File: config.mk
export PLATFORM = sky130hd
export DESIGN_NAME = bounded_deque_with_search_unit
export DESIGN_NICKNAME = d
export VERILOG_FILES = /design/src/dqs_pkg.sv /design/src/bounded_deque_with_search_unit.sv /design/src/dqs_ctrl.sv /design/src/dqs_datapath.sv
export SDC_FILE = /design/constraint.sdc
export NUM_CORES = 1
export LEC_CHECK = 0
export BUFFER_PORTS_ARGS = -buffer_cell sky130_fd_sc_hd__buf_2
export CORE_ASPECT_RATIO = 2
export CORE_MARGIN = 2
export CORE_UTILIZATION = 45
export CTS_CLUSTER_SIZE = 30
export DETAILED_ROUTE_END_ITERATION = 12
export SLEW_MARGIN = 20
export SYNTH_ARGS = -nofsm -noshare
export SYNTH_HDL_FRONTEND = slang
export SYNTH_SLANG_ARGS = --single-unit
File: constraint.sdc
create_clock -name clk -period 9.59 [get_ports clk]
set_clock_uncertainty 0.15 [all_clocks]
set_input_delay 0.4795 -clock clk [delete_from_list [all_inputs] [get_ports clk]]
set_output_delay 0.4795 -clock clk [all_outputs]
set_load 0.005 [all_outputs]
File: src/dqs_pkg.sv
package dqs_pkg;

  localparam int unsigned IN_W  = 48;
  localparam int unsigned OUT_W = 48;

  typedef enum logic [2:0] {
    CMD_PUSH_BACK  = 3'd0,
    CMD_POP_FRONT  = 3'd1,
    CMD_PUSH_FRONT = 3'd2,
    CMD_POP_BACK   = 3'd3,
    CMD_READ_AT    = 3'd4,
    CMD_FIND       = 3'd5
  } cmd_code_t;

  typedef enum logic [1:0] {
    ST_OK        = 2'd0,
    ST_EMPTY     = 2'd1,
    ST_FULL      = 2'd2,
    ST_NOT_FOUND = 2'd3
  } status_t;

  typedef struct packed {
    logic accept;
    logic exec;
    logic read_done;
    logic scan;
    logic load_out;
  } ctl_t;

  typedef struct packed {
    logic need_read;
    logic need_scan;
    logic match;
    logic scan_last;
    logic out_free;
  } sts_t;

endpackage

File: src/bounded_deque_with_search_unit.sv
// channel  dir  width  fields (low bit first)
// s        in   48     command[2:0] value[34:3] position[42:35]
// m        out  48     value_out[31:0] position_out[36:32] count[41:37] status[43:42]
//
// push, pop and failed reads go from accept through exec to the done state; read_at adds a read state
// find adds a scan state over up to DEPTH entries, one ring entry compared per cycle
// through the single registered read port of the ring memory
// a new request is taken once the previous one is staged; the result waits
// in the output register while the next request runs
// rst is synchronous; it empties the queue, ring contents are not cleared
module bounded_deque_with_search_unit #(
  parameter int unsigned DEPTH = 16
) (
  input  logic                      clk,
  input  logic                      rst,
  input  logic                      s_tvalid,
  output logic                      s_tready,
  // command, value, position
  input  logic [dqs_pkg::IN_W-1:0]  s_tdata,
  output logic                      m_tvalid,
  input  logic                      m_tready,
  // value_out, position_out, count, status
  output logic [dqs_pkg::OUT_W-1:0] m_tdata
);

  dqs_pkg::ctl_t ctl;
  dqs_pkg::sts_t sts;

  dqs_ctrl u_ctrl (
    .clk      (clk),
    .rst      (rst),
    .s_tvalid (s_tvalid),
    .s_tready (s_tready),
    .sts      (sts),
    .ctl      (ctl)
  );

  dqs_datapath #(
    .DEPTH (DEPTH)
  ) u_datapath (
    .clk      (clk),
    .rst      (rst),
    .s_tdata  (s_tdata),
    .m_tvalid (m_tvalid),
    .m_tready (m_tready),
    .m_tdata  (m_tdata),
    .ctl      (ctl),
    .sts      (sts)
  );

endmodule

File: src/dqs_ctrl.sv
module dqs_ctrl (
  input  logic          clk,
  input  logic          rst,
  input  logic          s_tvalid,
  output logic          s_tready,
  input  dqs_pkg::sts_t sts,
  output dqs_pkg::ctl_t ctl
);

  typedef enum logic [4:0] {
    S_IDLE = 5'b00001,
    S_EXEC = 5'b00010,
    S_READ = 5'b00100,
    S_SCAN = 5'b01000,
    S_DONE = 5'b10000
  } state_t;

  state_t state;
  state_t state_next;

  always_ff @(posedge clk) begin
    if (rst) begin
      state <= S_IDLE;
    end else begin
      state <= state_next;
    end
  end

  always_comb begin
    state_next = state;
    ctl        = '0;
    s_tready   = 1'b0;
    unique case (state)
      S_IDLE: begin
        s_tready = 1'b1;
        if (s_tvalid) begin
          ctl.accept = 1'b1;
          state_next = S_EXEC;
        end
      end
      S_EXEC: begin
        ctl.exec = 1'b1;
        priority if (sts.need_read) begin
          state_next = S_READ;
        end else if (sts.need_scan) begin
          state_next = S_SCAN;
        end else begin
          state_next = S_DONE;
        end
      end
      S_READ: begin
        ctl.read_done = 1'b1;
        state_next    = S_DONE;
      end
      S_SCAN: begin
        ctl.scan = 1'b1;
        if (sts.match || sts.scan_last) begin
          state_next = S_DONE;
        end
      end
      S_DONE: begin
        if (sts.out_free) begin
          ctl.load_out = 1'b1;
          state_next   = S_IDLE;
        end
      end
      default: begin
        state_next = S_IDLE;
      end
    endcase
  end

endmodule

File: src/dqs_datapath.sv
module dqs_datapath #(
  parameter int unsigned DEPTH = 16
) (
  input  logic                       clk,
  input  logic                       rst,
  input  logic [dqs_pkg::IN_W-1:0]   s_tdata,
  output logic                       m_tvalid,
  input  logic                       m_tready,
  output logic [dqs_pkg::OUT_W-1:0]  m_tdata,
  input  dqs_pkg::ctl_t              ctl,
  output dqs_pkg::sts_t              sts
);

  localparam int unsigned AW = $clog2(DEPTH);
  localparam int unsigned CW = $clog2(DEPTH + 1);

  logic [31:0]   mem [DEPTH];
  logic [AW-1:0] head;
  logic [AW-1:0] head_next;
  logic [CW-1:0] count;
  logic [CW-1:0] count_next;
  logic [2:0]    req_cmd;
  logic [31:0]   req_value;
  logic [7:0]    req_pos;
  logic [AW-1:0] scan_idx;
  logic [31:0]   rd_data;
  logic [31:0]   res_value;
  logic [4:0]    res_pos;
  logic [4:0]    res_count;
  dqs_pkg::status_t res_status;
  dqs_pkg::status_t exec_status;

  logic          full;
  logic          empty;
  logic [7:0]    pos_eff;
  logic          in_range;
  logic [AW-1:0] rd_off;
  logic [AW-1:0] rd_addr;
  logic [AW-1:0] back_addr;
  logic [AW-1:0] head_dec;
  logic [AW-1:0] head_inc;
  logic [AW-1:0] wr_addr;
  logic          wr_en;

  function automatic logic [AW-1:0] ring_idx(input logic [AW:0] s);
    if (s >= (AW+1)'(DEPTH)) begin
      return AW'(s - (AW+1)'(DEPTH));
    end
    return AW'(s);
  endfunction

  assign full      = (count == CW'(DEPTH));
  assign empty     = (count == '0);
  assign pos_eff   = (req_pos == 8'd0) ? 8'd1 : req_pos;
  assign in_range  = (pos_eff <= 8'(count));
  assign rd_off    = ctl.scan ? (scan_idx + AW'(1)) :
                     (req_cmd == dqs_pkg::CMD_FIND) ? '0 : AW'(pos_eff - 8'd1);
  assign rd_addr   = ring_idx({1'b0, head} + {1'b0, rd_off});
  assign back_addr = ring_idx({1'b0, head} + (AW+1)'(count));
  assign head_dec  = (head == '0) ? AW'(DEPTH - 1) : head - AW'(1);
  assign head_inc  = (head == AW'(DEPTH - 1)) ? '0 : head + AW'(1);

  assign sts.need_read = (req_cmd == dqs_pkg::CMD_READ_AT) && !empty && in_range;
  assign sts.need_scan = (req_cmd == dqs_pkg::CMD_FIND) && !empty;
  assign sts.match     = (rd_data == req_value);
  assign sts.scan_last = ((CW'(scan_idx) + CW'(1)) == count);
  assign sts.out_free  = !m_tvalid || m_tready;

  always_comb begin
    count_next  = count;
    head_next   = head;
    wr_en       = 1'b0;
    wr_addr     = back_addr;
    exec_status = dqs_pkg::ST_OK;
    unique case (req_cmd)
      dqs_pkg::CMD_PUSH_BACK: begin
        if (full) begin
          exec_status = dqs_pkg::ST_FULL;
        end else begin
          wr_en      = 1'b1;
          count_next = count + CW'(1);
        end
      end
      dqs_pkg::CMD_PUSH_FRONT: begin
        if (full) begin
          exec_status = dqs_pkg::ST_FULL;
        end else begin
          wr_en      = 1'b1;
          wr_addr    = head_dec;
          head_next  = head_dec;
          count_next = count + CW'(1);
        end
      end
      dqs_pkg::CMD_POP_FRONT: begin
        if (empty) begin
          exec_status = dqs_pkg::ST_EMPTY;
        end else begin
          head_next  = head_inc;
          count_next = count - CW'(1);
        end
      end
      dqs_pkg::CMD_POP_BACK: begin
        if (empty) begin
          exec_status = dqs_pkg::ST_EMPTY;
        end else begin
          count_next = count - CW'(1);
        end
      end
      dqs_pkg::CMD_READ_AT: begin
        if (empty) begin
          exec_status = dqs_pkg::ST_EMPTY;
        end else if (!in_range) begin
          exec_status = dqs_pkg::ST_NOT_FOUND;
        end
      end
      dqs_pkg::CMD_FIND: begin
        exec_status = dqs_pkg::ST_NOT_FOUND;
      end
      default: begin
        exec_status = dqs_pkg::ST_OK;
      end
    endcase
  end

  // ring storage, registered read
  always_ff @(posedge clk) begin
    if (ctl.exec && wr_en) begin
      mem[wr_addr] <= req_value;
    end
    rd_data <= mem[rd_addr];
  end

  always_ff @(posedge clk) begin
    if (rst) begin
      head  <= '0;
      count <= '0;
    end else if (ctl.exec) begin
      head  <= head_next;
      count <= count_next;
    end
  end

  // request capture, scan index and result staging
  always_ff @(posedge clk) begin
    if (ctl.accept) begin
      req_cmd   <= s_tdata[2:0];
      req_value <= s_tdata[34:3];
      req_pos   <= s_tdata[42:35];
    end
    if (ctl.exec) begin
      scan_idx   <= '0;
      res_value  <= '0;
      res_pos    <= '0;
      res_count  <= 5'(count_next);
      res_status <= exec_status;
    end
    if (ctl.read_done) begin
      res_value <= rd_data;
    end
    if (ctl.scan) begin
      scan_idx <= scan_idx + AW'(1);
      if (sts.match) begin
        res_pos    <= 5'(CW'(scan_idx) + CW'(1));
        res_status <= dqs_pkg::ST_OK;
      end
    end
  end

  always_ff @(posedge clk) begin
    if (rst) begin
      m_tvalid <= 1'b0;
    end else if (ctl.load_out) begin
      m_tvalid <= 1'b1;
    end else if (m_tready) begin
      m_tvalid <= 1'b0;
    end
  end

  always_ff @(posedge clk) begin
    if (ctl.load_out) begin
      m_tdata <= {4'd0, res_status, res_count, res_pos, res_value};
    end
  end

  a_count_bound: assert property (@(posedge clk) disable iff (rst)
    count <= CW'(DEPTH))
    else $error("entry count above depth");

  a_full_push_hold: assert property (@(posedge clk) disable iff (rst)
    (ctl.exec && full &&
     (req_cmd == dqs_pkg::CMD_PUSH_BACK || req_cmd == dqs_pkg::CMD_PUSH_FRONT))
    |=> $stable(count) && $stable(head))
    else $error("push on full queue changed state");

  a_scan_nonempty: assert property (@(posedge clk) disable iff (rst)
    ctl.scan |-> !empty && (CW'(scan_idx) < count))
    else $error("scan past held entries");

  a_load_valid: assert property (@(posedge clk) disable iff (rst)
    ctl.load_out |=> m_tvalid)
    else $error("result load lost");

endmodule
# After elaboration in Yosys (flattened, before gate mapping)
# Memories as Yosys holds them, arrays and structs flattened. A register that Yosys moved wholly into a read port is not among the register bits.
# Cells that the tools add are included.
# classes
addsub	11
magnitude_cmp	3
eq_ne	19
mux	54
n_reduce_logical	20
# ops
op	count
32-bit two-way mux	2
4-bit two-way mux	14
5-bit two-way mux	10
32-bit equality test	1
5-bit one-hot mux with 5 select lines	1
1-bit two-way mux	17
4-bit by 1-bit subtractor with 4-bit output (second input constant)	4
2-bit two-way mux	6
5-bit equality test (second input constant)	2
5-bit greater-or-equal comparator (second input constant)	2
5-bit one-hot mux with 2 select lines	1
4-bit by 1-bit adder with 4-bit output (second input constant)	2
8-bit by 5-bit less-or-equal comparator with 1-bit output	1
8-bit zero test	1
8-bit two-way mux	1
2-bit != test (second input constant)	4
2-bit one-hot mux with 4 select lines	1
4-bit one-hot mux with 2 select lines	1
2-bit nonzero test	4
3-bit by 2-bit equality test with 1-bit output (second input constant)	2
3-bit equality test (second input constant)	2
4-bit by 1-bit adder with 5-bit output (second input constant)	1
4-bit by 4-bit adder with 5-bit output	1
4-bit by 5-bit adder with 5-bit output	1
other kinds (19)	25
# totals
reg_bits	150
ramBits	512
inputBits	52
mem_count	1
# memory_table
name	depth	word_bits	rd	rd_ports_with_merged_regs	write_ports	line_no	rtl
u_datapath.mem	16	32	1	1	1	dqs_datapath.sv:17	logic [31:0] mem [DEPTH];

# Logic depth before layout (Yosys ltp)
# depth
depth_word	9
depth_mapped	12
depth_no_buf	11

# Hierarchy
# Synthesis repeated with hierarchy kept, for this count alone.
# unflattened
hier_cells	1416
hier_area_um2	26756.9
# by_module_without_submodules
mod	n_inst	cells_each	area_each_um2	seq_area_each_um2
dqs_datapath	1	1374	26389.1	20199.4
dqs_ctrl	1	42	367.9	100.1

# Worst setup path before layout
# No wires, ideal clock.
# synth_timing
kind	register to register
from	reg u_datapath.count[1]
to	mem u_datapath.mem[4][0], enable pin
t_arrival_ps	4087
required_time_ps	8979
setup_slack_ps	4892
stages_incl_launch_ff	9
n_path_buf	1
cell_sequence	dfxtp_1 -> clkbuf_1 -> inv_1 -> ha_1 -> nand4bb_1 -> nand3_1 -> or2_2 -> o21a_1 -> nor3_1
# synth_via
elab_chain_cells	6
# synth_lines
item	line_no	rtl
start, declared	dqs_datapath.sv:20	logic [CW-1:0] count;
start signal, assigned	dqs_datapath.sv:139	count <= count_next;
4-bit by 5-bit adder with 5-bit output or 5-bit equality test (tied branches)	dqs_datapath.sv:59, dqs_datapath.sv:52	
4-bit by 1-bit subtractor with 4-bit output (tied with other cells)	dqs_datapath.sv:47	return AW'(s - (AW+1)'(DEPTH));
4-bit two-way mux (tied with other cells)	dqs_datapath.sv:46	if (s >= (AW+1)'(DEPTH)) begin
4-bit two-way mux or 1-bit logical AND (tied branches)	dqs_datapath.sv:49, dqs_datapath.sv:127	
4-bit two-way mux or 1-bit two-way mux (tied branches)	dqs_datapath.sv:85, dqs_datapath.sv:127	
4-bit two-way mux or 1-bit two-way mux (tied branches)	dqs_datapath.sv:75, dqs_datapath.sv:128	
end, declared	dqs_datapath.sv:17	
# Parallel ways exist; a longest one is shown, timed or not. The select of a mux whose other input is x is not followed.

# Worst setup path after layout
# layout_timing
from	reg u_datapath.req_pos[5]
to	reg u_datapath.rd_data[12] (read register of u_datapath.mem)
# layout_via
elab_chain_cells	9
# layout_lines
item	line_no	rtl
start, declared	dqs_datapath.sv:24	logic [7:0] req_pos;
start signal, assigned	dqs_datapath.sv:148	req_pos <= s_tdata[42:35];
8-bit zero test (*)	dqs_datapath.sv:54	assign pos_eff = (req_pos == 8'd0) ? 8'd1 : req_pos;
8-bit two-way mux (*)	dqs_datapath.sv:54	
4-bit by 1-bit subtractor with 4-bit output (*)	dqs_datapath.sv:57	(req_cmd == dqs_pkg::CMD_FIND) ? '0 : AW'(pos_eff - 8'd1);
4-bit two-way mux (*)	dqs_datapath.sv:57	
4-bit two-way mux (*)	dqs_datapath.sv:56	assign rd_off = ctl.scan ? (scan_idx + AW'(1)) :
4-bit by 4-bit adder with 5-bit output (*)	dqs_datapath.sv:58	assign rd_addr = ring_idx({1'b0, head} + {1'b0, rd_off});
4-bit by 1-bit subtractor with 4-bit output or 5-bit greater-or-equal comparator (tied branches)	dqs_datapath.sv:47, dqs_datapath.sv:46	
4-bit two-way mux or 1-bit two-way mux (tied branches)	dqs_datapath.sv:46	
4-bit two-way mux (*)	dqs_datapath.sv:49	return AW'(s);
end, declared	dqs_datapath.sv:26	logic [31:0] rd_data;
# Mark *: on every way between the ends. The rest lies on a longest branch, timed or not. The select of a mux whose other input is x is not followed.
# A chain may end at the register's enable or synchronous reset.

==> metrics.txt <==
Core Region=around 59000 um2; post-DR wirelength/cell=25.61 um; status=completed; worst-path cell chain=or3_1, nor2_1, a21oi_1, a31o_2, ha_4, fa_4, buf_4, mux4_2, mux2i_1, mux2i_1; Slew Limit Fails=0; GRT Util Overall=approximately a fifth; fin cells=2294; worst vdd ir=between 0.15 and 0.2 mV; cell area after layout=~31000 um2; Clk Latency, worst-skew pair=610 ps; startpoint types=register; R2R Path End=u_datapath.rd_data[12]$_DFF_P_; Sink Count=around 690; clock network power share=about 38%; peak per-stage delay on the critical path=around 1200 ps; Netlist Area Pre-Place=between 20000 and 30000 um2; Initial DRC Count=just over 1000; Reg power frac=between 50% and 60%; #FFs+latches synth=between 600 and 700; Placed Area=28250 um2; Die W=about 180 um; Post-synth top flop=edfxtp_1; DRC viols=0; count of final setup violators=0; Synth-to-Final Area Change=14.75%; Post-CTS Setup Inserts=0; crit path kind=register to register; met3 wire length=between 2 and 2.5 mm; Worst Hold Path EP=u_ctrl.state[0]$_SDFFE_PP1P_; Buffers on Ports=92; Fmax=~210 MHz; crit path time final=around 4700 ps; vias=around 13000; Post-Route Setup TNS=0 ps; most common cell after layout, fill and taps aside=edfxtp_1; post-cts resize count=0; first-pass GRT wire length=86.26 mm; family with the most delay on the worst path=adder cells; CTS clk-pin slew, worst paths=~70 ps; Min-Delay Path Class=input pin to register; initial core utilization=45.39%; largest net degree at the start of global routing=60; Slew HR=a little under a quarter; total chip power=6.495 mW; hold path cells=4; post-layout util=52.08%; Reg2Reg Setup Slack=4880 ps; max layer used=met4; nets=~1500; Mapped Cells=between 1000 and 1500; grt ovf=0; Post-Route WL=~60 mm; hold_buf cts=between 40 and 50; RSZ-0062 raised after global routing=no; Routed Antenna Nets=0; crit path from=u_datapath.req_pos[5]$_DFFE_PP_; DR WL met2=around 31 mm; RD Place Congestion=around 0.8; share of cells above drive strength 1=25.25%; EDFF count, synth=640; sequential area share after synthesis=75.85%; final worst path period share=about half; CTS root buf=clkbuf_16; cell repeated most along the worst path=mux2i_1; vias per inst=5.566; slowest CP cell=fa_4; Num CTS Buffers=between 50 and 60; HPWL Detailed=around 32 mm; r2r startpoint=u_datapath.req_pos[5]$_DFFE_PP_; clk buf depth=3; num rows=roughly 130; initial antenna violation count=0; Worst R2R Path Depth=10; CTS tree=yes; Top Ports=between 100 and 150; internal power=around 5.0 mW; worst-path maximum fanout=59; Synth cell types=69; Net Sw Frac=a little under a quarter; worst path bufs/invs=1; Psw=between 1 and 1.5 mW; Logic pwr share=about 8.4%; worst slew pin tran=about 1200 ps; synth warn=0; Pleak=roughly 10 nW; Crit. End Element=register; CP arrival=5030 ps; CTS H-tree lvls=2; Synth Area per Inst=between 20 and 25 um2; drt pass-1 iters=7; Req. time, crit path=roughly 9900 ps; vias in the first global route=roughly 13000; Die Ht=about 350 um; async set-reset flop share out of synthesis=0%; die footprint=61560 um2; Post-Place Cells=2141; Max-Cap Viols=0; PwrDens=between 200 and 250 nW/um2; most frequent cells in the layout=edfxtp_1 (640), mux4_2 (128), mux2i_1 (105), buf_2 (92), clkbuf_16 (58); Met1 Wirelength=between 20 and 25 mm; Final Hold Violating Endpoints=0; Hold Path Origin=s_tvalid
-- kinds of logic (layout without fill, tap and decap cells) --
| kind of cell | count (synthesis) | count (layout) | synth area share (%) |
|---|---|---|---|
| DFF | 694 | 694 | 75.85 |
| muxes | 234 | 234 | 14.74 |
| and+or+nand+nor | 161 | 161 | 3.282 |
| buffers and inverters | 82 | 289 | 1.384 |
| AOI/OAI and AO/OA | 71 | 71 | 1.926 |
| xor gates and xnor gates | 52 | 52 | 1.809 |
| adders and majority gates | 20 | 20 | 0.9912 |
| other | 1 | 5 | 0.01401 |
-- per-stage QoR --
| step | hold slack (ps) | setup WS, ps |
|---|---|---|
| 3_3_place_gp | 252.8 | 4852 |
| 3_5_place_dp | 254.5 | 4822 |
| 6_report | 48.71 | 4882 |
| 4_1_cts | 14.62 | 4807 |
| 2_1_floorplan | 250.3 | 4892 |
| 5_1_grt | 45.05 | 4624 |
-- worst max path at each step --
stage	to	cells after the start	slack, ps
floorplan	u_datapath.mem[4][0]$_DFFE_PP_	8	4890
global placement	u_datapath.rd_data[6]$_DFF_P_	10	4850
detailed placement	u_datapath.rd_data[6]$_DFF_P_	10	4820
CTS	u_datapath.rd_data[6]$_DFF_P_	10	4810
global route	u_datapath.rd_data[6]$_DFF_P_	10	4620
finish	u_datapath.rd_data[12]$_DFF_P_	10	4880
-- layout make-up --
cell class / instances / area (um2)
antenna: 1 / 2.502
clock buffer: 71 / 1550
clock inverter: 37 / 449.2
fill: 4735 / 28250
inverter: 17 / 63.81
multi-input combinational: 542 / 6255
sequential: 694 / 20300
tap: 768 / 960.9
timing repair buffer: 164 / 1129
-- cells in the mapped netlist (all sizes together), types with 13 or more instances --
library cell / n / area (um2)
clkbuf: 42 / 157.7
ha: 18 / 225.2
mux2i: 105 / 1051
and2: 33 / 206.5
a21oi: 14 / 73.82
edfxtp: 640 / 19220
mux4: 128 / 2883
buf: 23 / 148.9
xor2: 39 / 341.6
dfxtp: 54 / 1081
nor2: 36 / 135.1
inv: 16 / 60.06
nor3: 13 / 65.06
nand2: 23 / 86.33
-- per-layer routing --
layer,vias up,track usage [%]
li1,5618,-
met2,325,34.97
met1,6726,24.18
met4,0,6.021
met5,-,0
met3,100,2.198
-- flip-flops by register name, summed over array words and instances (netlist names), 8 cells and up --
signal / count
u_datapath.mem: 512
u_datapath.rd_data: 32
u_datapath.req_pos: 8
u_datapath.res_value: 32
u_datapath.m_tdata: 44
u_datapath.req_value: 32
-- worst reg2reg max path, delay by kind of cell, from the launching register on --
| family | cells | cell delay (ps) |
|---|---|---|
| AOI/OAI and AO/OA | 2 | 410 |
| DFF | 1 | 390 |
| muxes | 3 | 730 |
| and+or+nand+nor | 2 | 650 |
| adders and majority gates | 2 | 1390 |
| buffers and inverters | 1 | 860 |
-- power groups by stage --
stage	registers (mW)	clock network, mW	logic [mW]
after floorplan	3.51	0	0.393
after global placement	3.54	0	0.538
after detailed placement	3.54	0	0.542
after CTS	3.48	2.53	0.558
after global routing	3.49	2.63	0.588
final	3.48	2.47	0.547
Power figures use the tool's default switching activity.
